==> src/design/colp_pkg.sv <==
// shared constants, types and helpers for the circle outline overlay
package colp_pkg;

  // fixed point fraction bits of centre and radius
  localparam int FRAC = 8;
  // largest frame edge in pixels
  localparam logic [12:0] MAX_FRAME = 13'd4096;
  // radicand and root widths of the square root pipeline
  localparam int RAD_W  = 40;
  localparam int ROOT_W = 20;
  // one square root bit per stage
  localparam int SQ_N   = ROOT_W;

  // configuration register indexes
  typedef enum logic [2:0] {
    CFG_CENTER_X     = 3'd0,
    CFG_CENTER_Y     = 3'd1,
    CFG_RADIUS       = 3'd2,
    CFG_COLOUR       = 3'd3,
    CFG_FRAME_WIDTH  = 3'd4,
    CFG_FRAME_HEIGHT = 3'd5
  } cfg_idx_e;

  // q.8 value to whole pixel, half away from zero
  function automatic logic signed [21:0] round_px(input logic signed [21:0] v);
    logic signed [21:0] half;
    half = 22'sd1 <<< (FRAC - 1);
    if (v >= 0) begin
      round_px = (v + half) >>> FRAC;
    end else begin
      round_px = -((half - v) >>> FRAC);
    end
  endfunction

endpackage

==> src/design/colp_isqrt.sv <==
// two lane pipelined integer square root, one root bit per stage
module colp_isqrt #(
  parameter int TAG_W = 35
) (
  input  logic                                          clk_i,
  input  logic                                          rst_ni,
  input  logic                                          en_i,
  input  logic                                          vld_i,
  input  logic [1:0][colp_pkg::RAD_W-1:0]               rad_i,
  input  logic [TAG_W-1:0]                              tag_i,
  output logic                                          vld_o,
  output logic [1:0][colp_pkg::ROOT_W-1:0]              root_o,
  output logic [TAG_W-1:0]                              tag_o
);

  localparam int N  = colp_pkg::SQ_N;
  localparam int RW = colp_pkg::RAD_W;
  localparam int QW = colp_pkg::ROOT_W;

  logic [N-1:0]             vld_q;
  logic [1:0][RW-1:0]       rem_q [N];
  logic [1:0][QW-1:0]       root_q [N];
  logic [TAG_W-1:0]         tag_q [N];

  for (genvar s = 0; s < N; s++) begin : g_stage
    localparam int B = N - 1 - s;
    logic               vld_in;
    logic [1:0][RW-1:0] rem_in;
    logic [1:0][QW-1:0] root_in;
    logic [TAG_W-1:0]   tag_in;
    logic [1:0][RW-1:0] rem_d;
    logic [1:0][QW-1:0] root_d;

    // stage input from the port or the previous stage
    if (s == 0) begin : g_first
      assign vld_in  = vld_i;
      assign tag_in  = tag_i;
      assign rem_in  = rad_i;
      assign root_in = '0;
    end else begin : g_next
      assign vld_in  = vld_q[s-1];
      assign tag_in  = tag_q[s-1];
      assign rem_in  = rem_q[s-1];
      assign root_in = root_q[s-1];
    end

    // try setting root bit B in each lane
    for (genvar l = 0; l < 2; l++) begin : g_lane
      logic [RW:0] trial;
      logic        ge;
      assign trial = ((RW+1)'(root_in[l]) << (B + 1)) | ((RW+1)'(1) << (2 * B));
      assign ge    = {1'b0, rem_in[l]} >= trial;
      assign rem_d[l]  = ge ? (rem_in[l] - trial[RW-1:0]) : rem_in[l];
      assign root_d[l] = ge ? (root_in[l] | (QW'(1) << B)) : root_in[l];
    end

    // valid bit of this stage
    always_ff @(posedge clk_i or negedge rst_ni) begin
      if (!rst_ni) begin
        vld_q[s] <= 1'b0;
      end else if (en_i) begin
        vld_q[s] <= vld_in;
      end
    end

    // payload of this stage
    always_ff @(posedge clk_i) begin
      if (en_i) begin
        rem_q[s]  <= rem_d;
        root_q[s] <= root_d;
        tag_q[s]  <= tag_in;
      end
    end
  end

  assign vld_o  = vld_q[N-1];
  assign root_o = root_q[N-1];
  assign tag_o  = tag_q[N-1];

endmodule

==> config.mk <==
export PLATFORM = sky130hd
export DESIGN_NAME = colp_isqrt
export DESIGN_NICKNAME = d
export VERILOG_FILES = /design/src/design/colp_pkg.sv /design/src/design/colp_isqrt.sv
export SDC_FILE = /design/constraint.sdc
export NUM_CORES = 2
export LEC_CHECK = 0
export ABC_AREA = 1
export BUFFER_PORTS_ARGS = -buffer_cell sky130_fd_sc_hd__clkbuf_2
export CAP_MARGIN = 0
export CORE_MARGIN = 3
export CORE_UTILIZATION = 51
export DETAILED_ROUTE_END_ITERATION = 16
export MAX_ROUTING_LAYER = met4
export PLACE_DENSITY = 0.67
export SKIP_LAST_GASP = 1
export SLEW_MARGIN = 15
export SYNTH_ARGS = -nofsm -noshare
export SYNTH_HDL_FRONTEND = slang
export SYNTH_SLANG_ARGS = --single-unit
==> constraint.sdc <==
create_clock -name clk_i -period 5.2 [get_ports clk_i]
set_clock_uncertainty 0.05 [all_clocks]
set_input_delay 0.52 -clock clk_i [delete_from_list [all_inputs] [get_ports clk_i]]
set_output_delay 0.52 -clock clk_i [all_outputs]
set_load 0.01 [all_outputs]
Word level (Yosys, flattened, before mapping)
Memory sizes are Yosys's and may differ from the RTL's.
Index checks and enable logic that the tools add are counted.
- register bits: 20
- bits in writable memories: 3100
- output and inout port bits: 76
- bits in latches: 0
- memories: 3
- word-level logic and storage cells: 185
- ROM bits: 0
- bits of input ports: 119
- bitwise logic cells: 0
- equal/unequal tests: 0
- shift operators: 0
- $add $sub $neg: 40
- multipliers: 0
- magnitude comparators: 40
- reductions and logical operators: 0
- mux-type cells: 82
- div/mod/pow operators: 0
- memories (memory ; words ; width ; read ports ; clocked after memory_dff ; wr ports ; RTL line ; text):
    rem_q ; 20 ; 80 ; 19 ; 0 ; 20 ; colp_isqrt.sv:21 ; logic [1:0][RW-1:0] rem_q [N];
    root_q ; 20 ; 40 ; 20 ; 0 ; 20 ; colp_isqrt.sv:22 ; logic [1:0][QW-1:0] root_q [N];
    tag_q ; 20 ; 35 ; 20 ; 0 ; 20 ; colp_isqrt.sv:23 ; logic [TAG_W-1:0] tag_q [N];
- operators by type and width (cell ; number):
    40-bit two-way mux ; 40
    40-bit by 21-bit >= comparator with 1-bit output ; 2
    40-bit by 22-bit >= comparator with 1-bit output ; 2
    40-bit by 23-bit >= comparator with 1-bit output ; 2
    40-bit by 24-bit >= comparator with 1-bit output ; 2
    40-bit by 25-bit >= comparator with 1-bit output ; 2
    40-bit by 26-bit >= comparator with 1-bit output ; 2
    40-bit by 27-bit >= comparator with 1-bit output ; 2
    40-bit by 28-bit >= comparator with 1-bit output ; 2
    40-bit by 29-bit >= comparator with 1-bit output ; 2
    40-bit by 30-bit >= comparator with 1-bit output ; 2
    40-bit by 31-bit >= comparator with 1-bit output ; 2
    40-bit by 32-bit >= comparator with 1-bit output ; 2
    40-bit by 33-bit >= comparator with 1-bit output ; 2
    40-bit by 34-bit >= comparator with 1-bit output ; 2
    40-bit by 35-bit >= comparator with 1-bit output ; 2
    40-bit by 36-bit >= comparator with 1-bit output ; 2
    40-bit by 37-bit >= comparator with 1-bit output ; 2
    40-bit by 38-bit >= comparator with 1-bit output ; 2
    40-bit by 39-bit >= comparator with 1-bit output ; 2
    40-bit by 39-bit >= comparator with 1-bit output, second input constant ; 2
    40-bit by 21-bit subtractor with 40-bit output ; 2
    40-bit by 22-bit subtractor with 40-bit output ; 2
    40-bit by 23-bit subtractor with 40-bit output ; 2
    other kinds (37) ; 76

Logic depth before layout (Yosys ltp)
An unclocked memory read counts as a cell.
- word-level depth: 3
- mapped depth: 16
- mapped depth without buffers: 15

Worst setup path before layout
No wires, ideal clock.
- path kind: reg2reg
- start: memory rem_q[5][33] in the netlist's numbering
- end: memory rem_q[6][29] in the netlist's numbering (data pin)
- setup slack: 3.071 ns
- arrival time: 1.825 ns
- period minus slack after synthesis: 2.129 ns
- setup time: 0.253 ns
- buffers on the path: 1
- stages on the path, launching flop included: 11
- data required time: 4.897 ns
- cells stage by stage: edfxtp_1 -> ha_1 -> a21oi_1 -> inv_1 -> nor2_1 -> nand3_1 -> a21oi_4 -> nand2_2 -> buf_4 -> nand2_1 -> nand2_1
- RTL lines (item ; RTL line):
    from (decl) ; colp_isqrt.sv:21

==> results.ini <==
[drt]
drt_iter0_drc=6091
firstDrtPassIters=8
wl_mm=333
routed_via_density=5.33
drc=0
wl_per_cell_microns=20.6
ant_nets=0
num_vias=86239

[job]
cap_violations=0

[floorplanning]
ioPinCount=195
coreArea_sq_mm=0.246
fp.dieH_microns=504
placementRows=182
dieWidth_microns=504
start_util_pct=51.3
die_area_sq_mm=0.254

[worst_setup_path]
endpoint_kind=flip-flop
arrival_ns=3.81
crit_path_frequent_cell=nor2_1
crit_chain=inv_1 -> ha_1 -> nand2_1 -> nor2_1 -> nand2_1 -> nor2_1 -> and2_1 -> nor2_1 -> nand3_2 -> inv_2 -> a21oi_1
crit_slowest_cell=a21oi_1
cp.required_ns=5.74
cp-start-kind=flip-flop
critPathMaxFanout=33
critPathKind=flip-flop to flip-flop
critPathBufInv=2
cpLargestDelayFamily=simple AND/OR/NAND/NOR gates
max_stage_delay_ns=0.65

[timing]
min_period_ns=3.26
relSlewSlack_pct=24.5
max_freq_ghz=0.306
drv_slew=0
setup_violations=0
hold_viol=2
rsz0062_at_grt=no
finalCritPeriodShare_pct=62.8
fin_setup_tns_ns=0
holdWs_ns=-0.00258
tightest_slew_ns=1.13

[synthesis]
yosysTopAreaCell=edfxtp_1
synthCells=12077
synthArstFlopShare_pct=0.752
synth.top_cell.area_share_pct=62.7
synth_nets=12648
yosys-top-cells-count=3006 x nand2_1, 2640 x edfxtp_1, 1582 x inv_1
synthFlopType=edfxtp_1
synthTopCellsByArea=edfxtp_1 63%, nand2_1 8.9%, inv_1 4.7%
ys_seq_area_share_pct=63.1
synth_edf_count=2640
ys_ff_latch=2660
yosys_warnings=0
yosysMostFrequentCell=nand2_1
synth_cell_types=66
syn_area_per_cell_sq_um=10.5
syn_area_sq_mm=0.127

[cts]
cts_tree=yes
cts_root_buffer=clkbuf_16
path_clk_slew_ns=0.06
htree_levels=5
ctsResizeCount=0
cts_max_path_buffers=4
clkLatencyLatePin_ns=0.97
cts_buffers=297
cts_sinks=2660

[pwr]
p_leak_nw=57.4
p_sw_share_pct=29.2
switchingPower_mw=17.4
combPwrFrac_pct=18.5
power_density_mw_per_mm2=419
p_int_mw=42.2
pwr-share-seq_pct=47.2
power_mw=59.6
ir_drop_v=0.000330
power.clock.fraction_pct=34.4

[finish]
area_growth_pct=12.4
fillers=20418
regArea_sq_mm=0.0798
drive_above_1_share_pct=6.71
nets=13219
multiInputGateArea_sq_mm=0.0399

[status]
violations=hold timing
status=finished, violations left

[global_route]
grt_max_degree=172
antenna_found_initial=3
grt_pass1_wl_mm=505
grt_pass1_vias=86900
grt_usage_pct=26.6
grt_overflow=0

[place]
gp_routability_congestion=0.987
hpwl_mm=254
port_buffers=194

[worst_hold_path]
hold_class=primary input to flip-flop

## cells in the final DEF, fill, tap and decap left out, types with 11 or more instances in the layout
cell type         n
o21ai_2          27
clkinv_4         11
clkinv_2         39
bufinv_16        31
nand4_1         242
a21oi_2          13
ha_1            452
xor2_1          181
o21ai_0         379
dlygate4sd3_1   120
edfxtp_1       2640
buf_4            25
a21o_1           31
o21ai_1          86
nand3b_1         68
nor4_1          129
o21bai_1         28
or2_2            41
clkbuf_16       301
nand3_1         623
nor3_1          200
dfrtp_1          20
buf_12           22
clkbuf_1         47
nand2_2          25
inv_1          1582
clkinv_1         46
xnor2_1         218
a21oi_1         624
o21a_1           16
inv_6            16
o211ai_1         11
nor2_2           22
a21boi_0         15
clkbuf_2        193
inv_2            15
clkinvlp_4       23
nand2_1        3006
nor2_1         1185
## through the flow
| stage | worst slack, ns | cell area [sq um] | util (%) | hold slack (ns) | std cells |
|---|---|---|---|---|---|
| floorplan | 3.07 | 127000 | - | 0.174 | 12077 |
| finish | 1.94 | 142000 | 57.7 | -0.00258 | 16179 |
| global placement | 1.87 | 131000 | 53.4 | 0.350 | 15540 |
| global route | 1.67 | 142000 | 57.7 | 0.0484 | 16177 |
| detailed placement | 1.91 | 132000 | 53.4 | 0.355 | 15541 |
| CTS | 1.89 | 142000 | 57.7 | 0.0237 | 16176 |
## worst reg2reg max path, stage by stage (launching register included)
cell,delay (ns)
edfxtp_1,0.50
inv_1,0.09
ha_1,0.36
nand2_1,0.14
nor2_1,0.17
nand2_1,0.07
nor2_1,0.14
and2_1,0.14
nor2_1,0.06
nand3_2,0.25
inv_2,0.32
a21oi_1,0.68
## sequential cells by signal (all words and copies together) (netlist names)
name	flops
g_stage.vld_in	19
rem_q	1520
root_q	420
tag_q	700
vld_o	1
## worst paths after layout
check | start | end | slack [ns] | cells past startpoint
max reg2reg | root_q[3][9] | rem_q[13][29] | 1.94 | 11
min | en_i | tag_q[0][34] | -0.003 | 1
max in group asynchronous | rst_ni | g_stage[1].vld_in | 3.80 | 3
min in group asynchronous | rst_ni | g_stage[19].vld_in | 0.72 | 3
max | root_q[3][9] | rem_q[13][29] | 1.94 | 11
min reg2reg | tag_q[3][41] | tag_q[3][76] | 0.35 | 0
## cells by family after synthesis
family                     Yosys count  share of synthesized area, %
and+or+nand+nor                   5609                          18.9
DFF                               2660                          63.1
buffers and inverters             1694                          5.37
AOI/OAI and AO/OA                 1261                          5.43
adders and majority gates          452                          4.47
xor gates and xnor gates           399                          2.76
muxes                                2                        0.0178
## final cells by class
cell class,count,area share [%]
timing repair buffer,361,1.98
clock inverter,167,1.24
inverter,1605,4.25
tap,3312,2.91
multi-input combinational,7723,28.1
antenna,3,0.00528
clock buffer,348,5.42
sequential,2660,56.1
## power groups by stage
stage	clock network, mW	registers (mW)	logic (mW)
6_report	20.5	28.1	11.0
5_1_grt	21.8	28.3	12.3
4_1_cts	20.9	28.1	11.0
3_5_place_dp	0	28.5	10.8
3_3_place_gp	0	28.5	10.8
2_1_floorplan	0	27.7	7.47
## layer usage
layer	global-route usage [%]	vias to the layer above	wire, microns
li1	-	42320	-
met1	29.8	40786	128000
met2	47.6	2348	174000
met3	2.49	785	11800
met4	13.2	0	18800
met5	-	-	0
## timing repair
item / 4_1_cts / 5_1_grt
setup endpoints to repair: 0 / 0
setup buffers: 0 / 0
hold buffers: 120 / 0
hold endpoints to repair: 138 / 0
Note: power is estimated with default switching activity, not from simulation.
